`src/linear_probe_hash_table_defines.svh`:
```
// assertion macros shared by the hash table rtl
`ifndef LINEAR_PROBE_HASH_TABLE_DEFINES_SVH
`define LINEAR_PROBE_HASH_TABLE_DEFINES_SVH

`ifndef NO_ASSERTIONS
// same-cycle implication, checked on every rising edge outside reset
`define LPHT_ASSERT_IMP(lbl, ante, cons, msg) \
  lbl: assert property (@(posedge clk) disable iff (!rst_n) (ante) |-> (cons)) \
    else $error(msg);
// next-cycle implication
`define LPHT_ASSERT_NXT(lbl, ante, cons, msg) \
  lbl: assert property (@(posedge clk) disable iff (!rst_n) (ante) |=> (cons)) \
    else $error(msg);
`else
`define LPHT_ASSERT_IMP(lbl, ante, cons, msg)
`define LPHT_ASSERT_NXT(lbl, ante, cons, msg)
`endif

`endif

```
`src/lpht_pkg.sv`:
```
// types and constants of the linear probing hash table
`default_nettype none

package lpht_pkg;

  // key width
  localparam int KEY_W = 31;

  typedef enum logic [1:0] {
    OP_INSERT        = 2'd0,
    OP_INSERT_UNIQUE = 2'd1,
    OP_SEARCH        = 2'd2,
    OP_DELETE        = 2'd3
  } opcode_t;

  typedef enum logic [2:0] {
    ST_INSERTED  = 3'd0,
    ST_DUPLICATE = 3'd1,
    ST_FULL      = 3'd2,
    ST_FOUND     = 3'd3,
    ST_ABSENT    = 3'd4,
    ST_DELETED   = 3'd5
  } status_t;

  typedef enum logic [2:0] {
    S_CLEAR,
    S_IDLE,
    S_HASH,
    S_PROBE,
    S_DONE
  } state_t;

  typedef struct packed {
    opcode_t            opcode;
    logic [KEY_W-1:0]   key;
  } in_item_t;

  typedef struct packed {
    status_t      status;
    logic [3:0]   slot_index;
    logic [4:0]   comparisons;
  } out_item_t;

endpackage

`default_nettype wire

```
`src/linear_probe_hash_table.sv`:
```
// top level: probe sequencer of the linear probing hash table
//
// Open-addressing table of nonzero 31-bit keys with linear probing over SLOTS
// slots held in one synchronous memory. After reset the block first clears
// the memory, one slot per cycle; in_stall is high meanwhile. One item is
// worked on at a time: the home slot unit reduces the key modulo SLOTS by a
// multiplication with the reciprocal and one correcting subtract, then one
// memory read is made per probed slot (1 to SLOTS slots, or none for a zero
// key), and the result is handed to the output register once that is free
// before the block returns to idle. A finished result waits in the output
// register while the next item is already being taken.
`default_nettype none
`include "linear_probe_hash_table_defines.svh"

module linear_probe_hash_table
  import lpht_pkg::*;
#(
  parameter int SLOTS = 16
) (
  input  wire logic       clk,
  input  wire logic       rst_n,
  input  wire logic       in_valid,
  output logic            in_stall,
  input  wire in_item_t   in_data,
  output logic            out_valid,
  input  wire logic       out_stall,
  output out_item_t       out_data
);

  localparam int IW = $clog2(SLOTS);
  localparam int CW = $clog2(SLOTS + 1);
  localparam logic [IW-1:0] LAST_IDX = IW'(SLOTS - 1);
  localparam logic [CW-1:0] LAST_CNT = CW'(SLOTS - 1);

  state_t             state_r, state_nxt;
  logic [IW-1:0]      clr_r, clr_nxt;
  opcode_t            op_r, op_nxt;
  logic [KEY_W-1:0]   key_r, key_nxt;
  logic [IW-1:0]      idx_r, idx_nxt;
  logic [CW-1:0]      cnt_r, cnt_nxt;
  out_item_t          res_r, res_nxt;
  logic               out_valid_r, out_valid_nxt;
  out_item_t          out_data_r, out_data_nxt;

  logic               in_xfer;
  logic               home_done;
  logic [IW-1:0]      home;
  logic               mem_we;
  logic [IW-1:0]      mem_waddr;
  logic [KEY_W-1:0]   mem_wdata;
  logic [IW-1:0]      mem_raddr;
  logic [KEY_W-1:0]   mem_rdata;

  logic [IW-1:0]      idx_inc;
  logic [CW-1:0]      cnt_inc;
  logic               hit;
  logic               empty;
  logic               last;
  logic               is_insert;

  assign in_xfer = in_valid && !in_stall;

  lpht_home #(
    .SLOTS(SLOTS)
  ) u_home (
    .clk  (clk),
    .rst_n(rst_n),
    .start(in_xfer),
    .key  (in_data.key),
    .done (home_done),
    .home (home)
  );

  lpht_mem #(
    .SLOTS(SLOTS)
  ) u_mem (
    .clk  (clk),
    .we   (mem_we),
    .waddr(mem_waddr),
    .wdata(mem_wdata),
    .raddr(mem_raddr),
    .rdata(mem_rdata)
  );

  // probe step helpers
  assign idx_inc   = (idx_r == LAST_IDX) ? '0 : idx_r + 1'b1;
  assign cnt_inc   = cnt_r + 1'b1;
  assign hit       = (mem_rdata == key_r);
  assign empty     = (mem_rdata == '0);
  assign last      = (cnt_r == LAST_CNT);
  assign is_insert = (op_r == OP_INSERT) || (op_r == OP_INSERT_UNIQUE);

  // read ahead: the next slot is read while the current one is checked
  assign mem_raddr = (state_r == S_PROBE) ? idx_inc : home;

  // sequencer: clear, hash, probe, hand over
  always_comb begin
    state_nxt     = state_r;
    clr_nxt       = clr_r;
    op_nxt        = op_r;
    key_nxt       = key_r;
    idx_nxt       = idx_r;
    cnt_nxt       = cnt_r;
    res_nxt       = res_r;
    out_valid_nxt = out_valid_r && out_stall;
    out_data_nxt  = out_data_r;
    mem_we        = 1'b0;
    mem_waddr     = idx_r;
    mem_wdata     = key_r;
    in_stall      = 1'b1;

    case (state_r)
      S_CLEAR: begin
        mem_we    = 1'b1;
        mem_waddr = clr_r;
        mem_wdata = '0;
        clr_nxt   = clr_r + 1'b1;
        if (clr_r == LAST_IDX) begin
          state_nxt = S_IDLE;
        end
      end

      S_IDLE: begin
        in_stall = 1'b0;
        if (in_valid) begin
          op_nxt    = in_data.opcode;
          key_nxt   = in_data.key;
          state_nxt = S_HASH;
        end
      end

      S_HASH: begin
        if (home_done) begin
          idx_nxt = home;
          cnt_nxt = '0;
          if (key_r == '0) begin
            // zero key is never stored
            res_nxt.status      = is_insert ? ST_FULL : ST_ABSENT;
            res_nxt.slot_index  = '0;
            res_nxt.comparisons = '0;
            state_nxt           = S_DONE;
          end else begin
            state_nxt = S_PROBE;
          end
        end
      end

      S_PROBE: begin
        res_nxt.slot_index  = '0;
        res_nxt.comparisons = '0;
        if (is_insert) begin
          if ((op_r == OP_INSERT_UNIQUE) && hit) begin
            res_nxt.status = ST_DUPLICATE;
            state_nxt      = S_DONE;
          end else if (empty) begin
            mem_we             = 1'b1;
            res_nxt.status     = ST_INSERTED;
            res_nxt.slot_index = 4'(idx_r);
            state_nxt          = S_DONE;
          end else if (last) begin
            res_nxt.status = ST_FULL;
            state_nxt      = S_DONE;
          end else begin
            idx_nxt = idx_inc;
            cnt_nxt = cnt_inc;
          end
        end else begin
          if (hit) begin
            if (op_r == OP_DELETE) begin
              mem_we         = 1'b1;
              mem_wdata      = '0;
              res_nxt.status = ST_DELETED;
            end else begin
              res_nxt.status = ST_FOUND;
            end
            res_nxt.slot_index  = 4'(idx_r);
            res_nxt.comparisons = 5'(cnt_inc);
            state_nxt           = S_DONE;
          end else if (empty) begin
            res_nxt.status      = ST_ABSENT;
            res_nxt.comparisons = 5'(cnt_r);
            state_nxt           = S_DONE;
          end else if (last) begin
            // full lap without the key
            res_nxt.status      = ST_ABSENT;
            res_nxt.comparisons = 5'(cnt_inc);
            state_nxt           = S_DONE;
          end else begin
            idx_nxt = idx_inc;
            cnt_nxt = cnt_inc;
          end
        end
      end

      S_DONE: begin
        if (!(out_valid_r && out_stall)) begin
          out_valid_nxt = 1'b1;
          out_data_nxt  = res_r;
          state_nxt     = S_IDLE;
        end
      end

      default: begin
        state_nxt = S_IDLE;
      end
    endcase
  end

  // control registers
  always_ff @(posedge clk) begin
    if (!rst_n) begin
      state_r     <= S_CLEAR;
      clr_r       <= '0;
      out_valid_r <= 1'b0;
    end else begin
      state_r     <= state_nxt;
      clr_r       <= clr_nxt;
      out_valid_r <= out_valid_nxt;
    end
  end

  // payload registers
  always_ff @(posedge clk) begin
    op_r       <= op_nxt;
    key_r      <= key_nxt;
    idx_r      <= idx_nxt;
    cnt_r      <= cnt_nxt;
    res_r      <= res_nxt;
    out_data_r <= out_data_nxt;
  end

  assign out_valid = out_valid_r;
  assign out_data  = out_data_r;

  // checks
  `LPHT_ASSERT_NXT(a_write_ends_probe, mem_we && (state_r == S_PROBE), state_r == S_DONE, "memory write did not end the probe")
  `LPHT_ASSERT_IMP(a_probe_bound, state_r == S_PROBE, cnt_r < CW'(SLOTS), "probe ran past a full lap")
  `LPHT_ASSERT_IMP(a_home_in_hash, home_done, state_r == S_HASH, "home slot ready outside hash state")
  `LPHT_ASSERT_IMP(a_slot_zero, out_valid_r && (out_data_r.status == ST_DUPLICATE || out_data_r.status == ST_FULL || out_data_r.status == ST_ABSENT), out_data_r.slot_index == 4'd0, "slot index set for a result with no slot")
  `LPHT_ASSERT_IMP(a_insert_no_cmp, out_valid_r && (out_data_r.status == ST_INSERTED || out_data_r.status == ST_DUPLICATE || out_data_r.status == ST_FULL), out_data_r.comparisons == 5'd0, "comparison count set for an insert")

endmodule

`default_nettype wire

```
`src/lpht_home.sv`:
```
// home slot unit: key modulo slot count by reciprocal multiplication
`default_nettype none

module lpht_home
  import lpht_pkg::*;
#(
  parameter int SLOTS = 16
) (
  input  wire logic                          clk,
  input  wire logic                          rst_n,
  input  wire logic                          start,
  input  wire logic [KEY_W-1:0]              key,
  output logic                               done,
  output logic [$clog2(SLOTS)-1:0]           home
);

  localparam int RW = $clog2(SLOTS);
  localparam int PW = 2 * KEY_W;
  localparam logic [RW:0]      SLOTS_W = (RW+1)'(SLOTS);
  // reciprocal of the slot count scaled by 2^KEY_W, rounded down
  localparam logic [KEY_W-1:0] RECIP   = KEY_W'((64'd1 << KEY_W) / SLOTS);

  logic                  mul_vld_r, mul_vld_nxt;
  logic                  done_r, done_nxt;
  logic [RW:0]           q_lo_r, q_lo_nxt;
  logic [RW:0]           key_lo_r, key_lo_nxt;
  logic [RW-1:0]         rem_r, rem_nxt;
  logic [PW-1:0]         prod;
  logic [RW:0]           part;
  logic [RW:0]           rem_est;

  // quotient estimate: exact or one short for any key below 2^KEY_W
  assign prod = PW'(key) * PW'(RECIP);

  // remainder estimate lies below twice the slot count, so low bits suffice
  assign part    = q_lo_r * SLOTS_W;
  assign rem_est = key_lo_r - part;

  // multiply on start, correct with one compare and subtract in the cycle after
  always_comb begin
    mul_vld_nxt = start;
    done_nxt    = mul_vld_r;
    q_lo_nxt    = q_lo_r;
    key_lo_nxt  = key_lo_r;
    rem_nxt     = rem_r;
    if (start) begin
      q_lo_nxt   = prod[KEY_W +: RW+1];
      key_lo_nxt = key[RW:0];
    end
    if (mul_vld_r) begin
      rem_nxt = (rem_est >= SLOTS_W) ? RW'(rem_est - SLOTS_W) : rem_est[RW-1:0];
    end
  end

  always_ff @(posedge clk) begin
    if (!rst_n) begin
      mul_vld_r <= 1'b0;
      done_r    <= 1'b0;
    end else begin
      mul_vld_r <= mul_vld_nxt;
      done_r    <= done_nxt;
    end
  end

  always_ff @(posedge clk) begin
    q_lo_r   <= q_lo_nxt;
    key_lo_r <= key_lo_nxt;
    rem_r    <= rem_nxt;
  end

  assign done = done_r;
  assign home = rem_r;

endmodule

`default_nettype wire

```
`src/lpht_mem.sv`:
```
// slot memory: one write port, one read port with registered read data
`default_nettype none

module lpht_mem
  import lpht_pkg::*;
#(
  parameter int SLOTS = 16
) (
  input  wire logic                       clk,
  input  wire logic                       we,
  input  wire logic [$clog2(SLOTS)-1:0]   waddr,
  input  wire logic [KEY_W-1:0]           wdata,
  input  wire logic [$clog2(SLOTS)-1:0]   raddr,
  output logic [KEY_W-1:0]                rdata
);

  logic [KEY_W-1:0] mem [SLOTS];
  logic [KEY_W-1:0] rdata_r;

  // write port
  always_ff @(posedge clk) begin
    if (we) begin
      mem[waddr] <= wdata;
    end
  end

  // read port, read data registered
  always_ff @(posedge clk) begin
    rdata_r <= mem[raddr];
  end

  assign rdata = rdata_r;

endmodule

`default_nettype wire
```
`config.mk`:
```
export PLATFORM = sky130hd
export DESIGN_NAME = linear_probe_hash_table
export DESIGN_NICKNAME = d
export VERILOG_FILES = /design/src/lpht_pkg.sv /design/src/linear_probe_hash_table.sv /design/src/lpht_home.sv /design/src/lpht_mem.sv
export VERILOG_INCLUDE_DIRS = /design/src /design/src/src
export SDC_FILE = /design/constraint.sdc
export NUM_CORES = 1
export LEC_CHECK = 0
export ABC_AREA = 1
export BUFFER_PORTS_ARGS = -buffer_cell sky130_fd_sc_hd__buf_4
export CAP_MARGIN = 20
export CORE_MARGIN = 3
export CORE_UTILIZATION = 50
export CTS_CLUSTER_SIZE = 8
export DETAILED_ROUTE_END_ITERATION = 8
export PLACE_DENSITY = 0.66
export REMOVE_ABC_BUFFERS = 1
export SLEW_MARGIN = 20
export SYNTH_ARGS = -nofsm -noshare
export SYNTH_HDL_FRONTEND = slang
export SYNTH_SLANG_ARGS = --single-unit
```
`constraint.sdc`:
```
create_clock -name clk -period 4.6 [get_ports clk]
set_clock_uncertainty 0.15 [all_clocks]
set_input_delay 0.69 -clock clk [delete_from_list [all_inputs] [get_ports clk]]
set_output_delay 0.69 -clock clk [all_outputs]
set_load 0.02 [all_outputs]
```
; Yosys cells after proc, flatten, opt, wreduce, memory -nomap -nowiden
; Memory sizes are Yosys's and may differ from the RTL's. A register that Yosys moved wholly into a read port is not among the register bits.
; Index checks and enable logic that the tools add are counted.
[totals]
reg_bits = 86
ramBits = 496
input_bits = 37
output_inout_bits = 14
word_cells = 122
mem_count = 1
[memory_table]
columns = memory, depth, word_bits, read_ports, rd_clocked_by_memory_dff, write_ports, line_no
row1 = u_mem.mem, 16, 31, 1, 1, 1, lpht_mem.sv:17  ; logic [KEY_W-1:0] mem [SLOTS];
[op_classes]
addsub = 5
n_lt_le_gt_ge = 1
eq_ne = 19
mux = 62
bitwise = 1
n_reduce_logical = 15
[ops]
columns = cell, count
row1 = $mux 31, 3
row2 = $logic_not 31->1, 2
row3 = $pmux 31 s2, 1
row4 = $mux 3, 18
row5 = $mux 4, 13
row6 = $mux 5, 10
row7 = $eq 31x31->1, 1
row8 = $mux 12, 2
row9 = $pmux 12 s2, 1
row10 = $pmux 3 s5, 1
row11 = $pmux 5 s2, 1
row12 = $mux 1, 9
row13 = $add 4x1->4 const B, 2
row14 = $eq 4x4->1 const B, 2
row15 = $ne 2x2->1 const B, 4
row16 = $pmux 4 s2, 1
row17 = $reduce_and 4->1, 2
row18 = $mux 7, 1
row19 = $eq 3x2->1 const B, 2
row20 = $ne 3x3->1 const B, 2
row21 = $add 5x1->5 const B, 1
row22 = $eq 5x4->1 const B, 1
row23 = $ge 5x5->1 const B, 1
row24 = $ne 5x4->1 const B, 1
row25 = other kinds (18), 21

; Depth between registers and ports, before layout
[logic_depth]
word_depth = 7
ltp_mapped = 15
depth_no_buf = 13

; By module
; A second synthesis with hierarchy kept.
[unflattened]
cells_unflattened = 2550
area_unflattened_um2 = 26314.0
[by_module_without_submodules]
columns = mod, n_inst, cells_per_inst, area_each_um2, seq_area_each_um2
row1 = lpht_mem, 1, 2054, 22033.6, 15514.9
row2 = linear_probe_hash_table, 1, 482, 3985.1, 2142.1
row3 = lpht_home, 1, 14, 295.3, 280.3

; Worst setup path before layout
; OpenSTA, ideal clock, no wires.
[synth_timing]
kind = register -> register
from = register key_r[1]
to = memory u_mem.mem[11][0] (enable)
setup_ns = 0.430
arrival_ns = 3.041
t_required_ns = 4.020
slack_ns = 0.980
path_stages_with_launch = 15
path_buffers = 1
synth_period_minus_slack_ns = 3.620
cell_sequence = edfxtp_1 > inv_1 > nand2_1 > nand2_1 > inv_1 > nor2_1 > nand2_1 > nor2_1 > nand2_1 > nor2_2 > nand2_1 > nand2_1 > nand2_2 > buf_2 > a21oi_1
[synth_between]
elab_chain_len = 7
elab_cells_between_ends = 8
classes_between = 1 x eq/ne / 6 x mux / 1 x reduce/logical
[synth_rtl]
columns = element, line_no
row1 = from (decl), linear_probe_hash_table.sv:38  ; logic [KEY_W-1:0] key_r, key_nxt;
row2 = from (signal assigned), linear_probe_hash_table.sv:225  ; key_r <= key_nxt;
row3 = $eq 31x31->1 *, linear_probe_hash_table.sv:88  ; assign hit = (mem_rdata == key_r);
row4 = $logic_and 1x1->1, linear_probe_hash_table.sv:152  ; if ((op_r == OP_INSERT_UNIQUE) && hit) begin
row5 = $mux 1, linear_probe_hash_table.sv:152
row6 = $mux 1 *, linear_probe_hash_table.sv:151  ; if (is_insert) begin
row7 = $pmux 1 s2 *, linear_probe_hash_table.sv:112  ; case (state_r)
row8 = $mux 1 *, lpht_mem.sv:22  ; if (we) begin
row9 = $mux 1 (implied by the code) *, lpht_mem.sv:23  ; mem[waddr] <= wdata;
row10 = to (decl), lpht_mem.sv:17
; Mark *: on every way between the ends. The rest lies on a longest branch, timed or not.

; Worst setup path in the final report
[layout_timing]
from = register key_r[28]
to = memory u_mem.mem[7][27] (enable)
; Same word-level chain as after synthesis.

==> impl_metrics.env <==
export IMPL_outcome="completed"
export IMPL_overflow=0
export IMPL_slew_headroom_pct=25.0
export IMPL_multi_input_area_sq_mm=0.00621
export IMPL_nets=2164
export IMPL_crit_top_cell="nand2_1"
export IMPL_r2r_slack_ns=0.86
export IMPL_drv_slew=0
export IMPL_wire_per_inst_microns=20.8
export IMPL_seq_area_frac_synth_pct=71.7
export IMPL_vias_per_cell=5.59
export IMPL_first_global_vias=15900
export IMPL_clock_path_buffers=3
export IMPL_place_gp_congestion=0.881
export IMPL_fin_crit_sh_pct=81.4
export IMPL_leakage_nw=10.2
export IMPL_tightest_slew_ns=1.12
export IMPL_post_route_util_pct=58.4
export IMPL_grt_usage_pct=22.7
export IMPL_cp_max_fo=31
export IMPL_crit_arrival_ns=3.82
export IMPL_async_reset_ff_share_pct=0
export IMPL_total_power_w=0.0148
export IMPL_synth_top_flop_cell="edfxtp_1"
export IMPL_critPathLaunchType="register"
export IMPL_die_height_microns=229
export IMPL_drive_above_1_share_pct=12.4
export IMPL_layout_common_cells="edfxtp_1 (566), nor2_1 (350), nand3_1 (199)"
export IMPL_postCtsSetupRepairBufs=0
export IMPL_ff_latch_area_sq_mm=0.0178
export IMPL_cts_hold_buf=0
export IMPL_synth_edf_count=566
export IMPL_clock_root_buffer="clkbuf_16"
export IMPL_synth_seq_cells=607
export IMPL_fin_area_sq_mm=0.0286
export IMPL_detail_route_first_pass_iterations=5
export IMPL_max_cap_violations=0
export IMPL_nFillCells=3877
export IMPL_cts_sinks=607
export IMPL_p_per_area_mw_per_mm2=516
export IMPL_cts_buffers=86
export IMPL_syn_area_per_cell_sq_um=12.1
export IMPL_die_w_microns=229
export IMPL_hold_ws_ns=0.115
export IMPL_placed_area_sq_mm=0.0261
export IMPL_grt_antenna_before_repair=2
export IMPL_post_cts_resized=0
export IMPL_critPathSlowestCell="buf_4"
export IMPL_grt_max_degree=152
export IMPL_synth_cell_types=35
export IMPL_grt_pass1_wl_microns=91400
export IMPL_drc=0
export IMPL_drt_iter0_markers=1751
export IMPL_crit_chain="xnor2_1 -> nand3_1 -> nor2_1 -> nand2_1 -> nor2_2 -> nand2_1 -> nand2_1 -> nand2_2 -> a21oi_4 -> buf_4"
export IMPL_dp_cells=2697
export IMPL_pin_count=51
export IMPL_max_stage_delay_ns=0.50
export IMPL_hold_viol_final=0
export IMPL_start_util_pct=50.6
export IMPL_rsz0062_at_grt="false"
export IMPL_min_period_ns=3.74
export IMPL_syn2layout_area_growth_pct=15.3
export IMPL_critical_path_required_ns=4.68
export IMPL_cts_max_level=3
export IMPL_layout_commonest_cell="edfxtp_1"
export IMPL_dieArea_sq_mm=0.0524
export IMPL_core_area_sq_mm=0.0491
export IMPL_row_count=81
export IMPL_max_freq_mhz=267
export IMPL_dp_hpwl_microns=34700
export IMPL_final_cells=2854
export IMPL_setup_viol=0
export IMPL_cts_tree="yes"
export IMPL_wl_microns=59400
export IMPL_antennaDiodeCount=0
export IMPL_netlist_area_sq_mm=0.0248
export IMPL_path_clk_slew_ns=0.05
export IMPL_yosys_warnings=0
export IMPL_syn_inst=2048
export IMPL_crit_path_end_kind="register"
export IMPL_ir_drop_uv=317
export IMPL_hold_path_class="in -> reg"
export IMPL_ant_nets=0
export IMPL_clkLatencyLatePin_ns=0.62
export IMPL_vias=15900
export IMPL_port_buffers=50
export IMPL_worstSetupPathType="reg -> reg"
## metrics by stage
step,setup slack [ns],TNS [ns]
after floorplan,-1.65,-51.64
after global placement,0.993,0
after detailed placement,0.945,0
after CTS,0.934,0
after global routing,0.699,0
final,0.856,0
## cells in the mapped netlist (18+ instances only)
| cell type | n | share of area (%) |
|---|---|---|
| o211ai_1 | 61 | 1.8 |
| or2_2 | 47 | 1.2 |
| nand2_1 | 177 | 2.7 |
| nor2_1 | 359 | 5.4 |
| nand3_1 | 199 | 4.0 |
| edfxtp_1 | 566 | 68 |
| dfxtp_1 | 41 | 3.3 |
| o21ai_1 | 28 | 0.56 |
| o21ai_0 | 189 | 3.8 |
| buf_6 | 18 | 0.82 |
| clkbuf_1 | 27 | 0.41 |
| buf_2 | 48 | 0.97 |
| o21bai_1 | 45 | 1.4 |
| a21oi_1 | 32 | 0.64 |
| inv_1 | 114 | 1.7 |
## kinds of logic after synthesis
kind of cell | Yosys count | share of synthesized area, %
AO/OA/AOI/OAI | 362 | 8.43
XOR/XNOR | 29 | 1.02
adder cells (fa/ha/maj) | 6 | 0.302
buffers and inverters | 224 | 4.23
flip-flops | 607 | 71.7
AND/OR/NAND/NOR | 820 | 14.3
## worst paths after layout
check                            from                    endpoint  cells after the start
setup / recovery  key_r[28]$_DFFE_PP_  u_mem.mem[7][27]$_DFFE_PP_                     10
hold / removal            in_data[32]           op_r[1]$_DFFE_PP_                      1
setup reg to reg  key_r[28]$_DFFE_PP_  u_mem.mem[7][27]$_DFFE_PP_                     10
hold reg to reg   res_r[10]$_DFFE_PP_      out_data[10]$_DFFE_PP_                      0
## where the power goes
part | total (W) | internal [W] | switching, W
Sequential | 0.00727 | 0.00708 | 0.000187
Combinational | 0.00171 | 0.000386 | 0.00132
Clock | 0.00579 | 0.00357 | 0.00222
## sequential cells by signal, summed over array words and instances, names as in the netlist, 2 cells and up
signal / cells
u_mem.mem: 496
u_mem.rdata: 31
u_home.home: 4
op_r: 2
out_data: 12
res_r: 12
key_r: 31
state_r: 3
clr_r: 4
cnt_r: 5
idx_r: 4
## area by class of cell
type | instances | area share [%]
multi-input combinational | 1217 | 21.7
sequential | 607 | 62.2
tap | 664 | 2.90
inverter | 118 | 1.56
timing repair buffer | 91 | 2.88
clock inverter | 5 | 0.179
clock buffer | 152 | 8.56
## critical path, delay by kind of cell, from the launching register on
family / cells / cell delay (ns)
AND/OR/NAND/NOR: 7 / 1.52
flip-flops: 1 / 0.43
AO/OA/AOI/OAI: 1 / 0.27
buffers and inverters: 1 / 0.50
XOR/XNOR: 1 / 0.48
## layer usage
layer  up-vias  routed length (microns)  global-route usage [%]  part of all wire [%]
met5         -                       12                       0                 0.020
met4         2                     2190                    9.14                   3.7
met3       143                     4350                    5.36                   7.3
met2       562                    27700                    35.9                    47
met1      7838                    25200                    30.6                    42
li1       7396                        -                       -                     -
No activity file was read; power rests on OpenSTA's default activity.
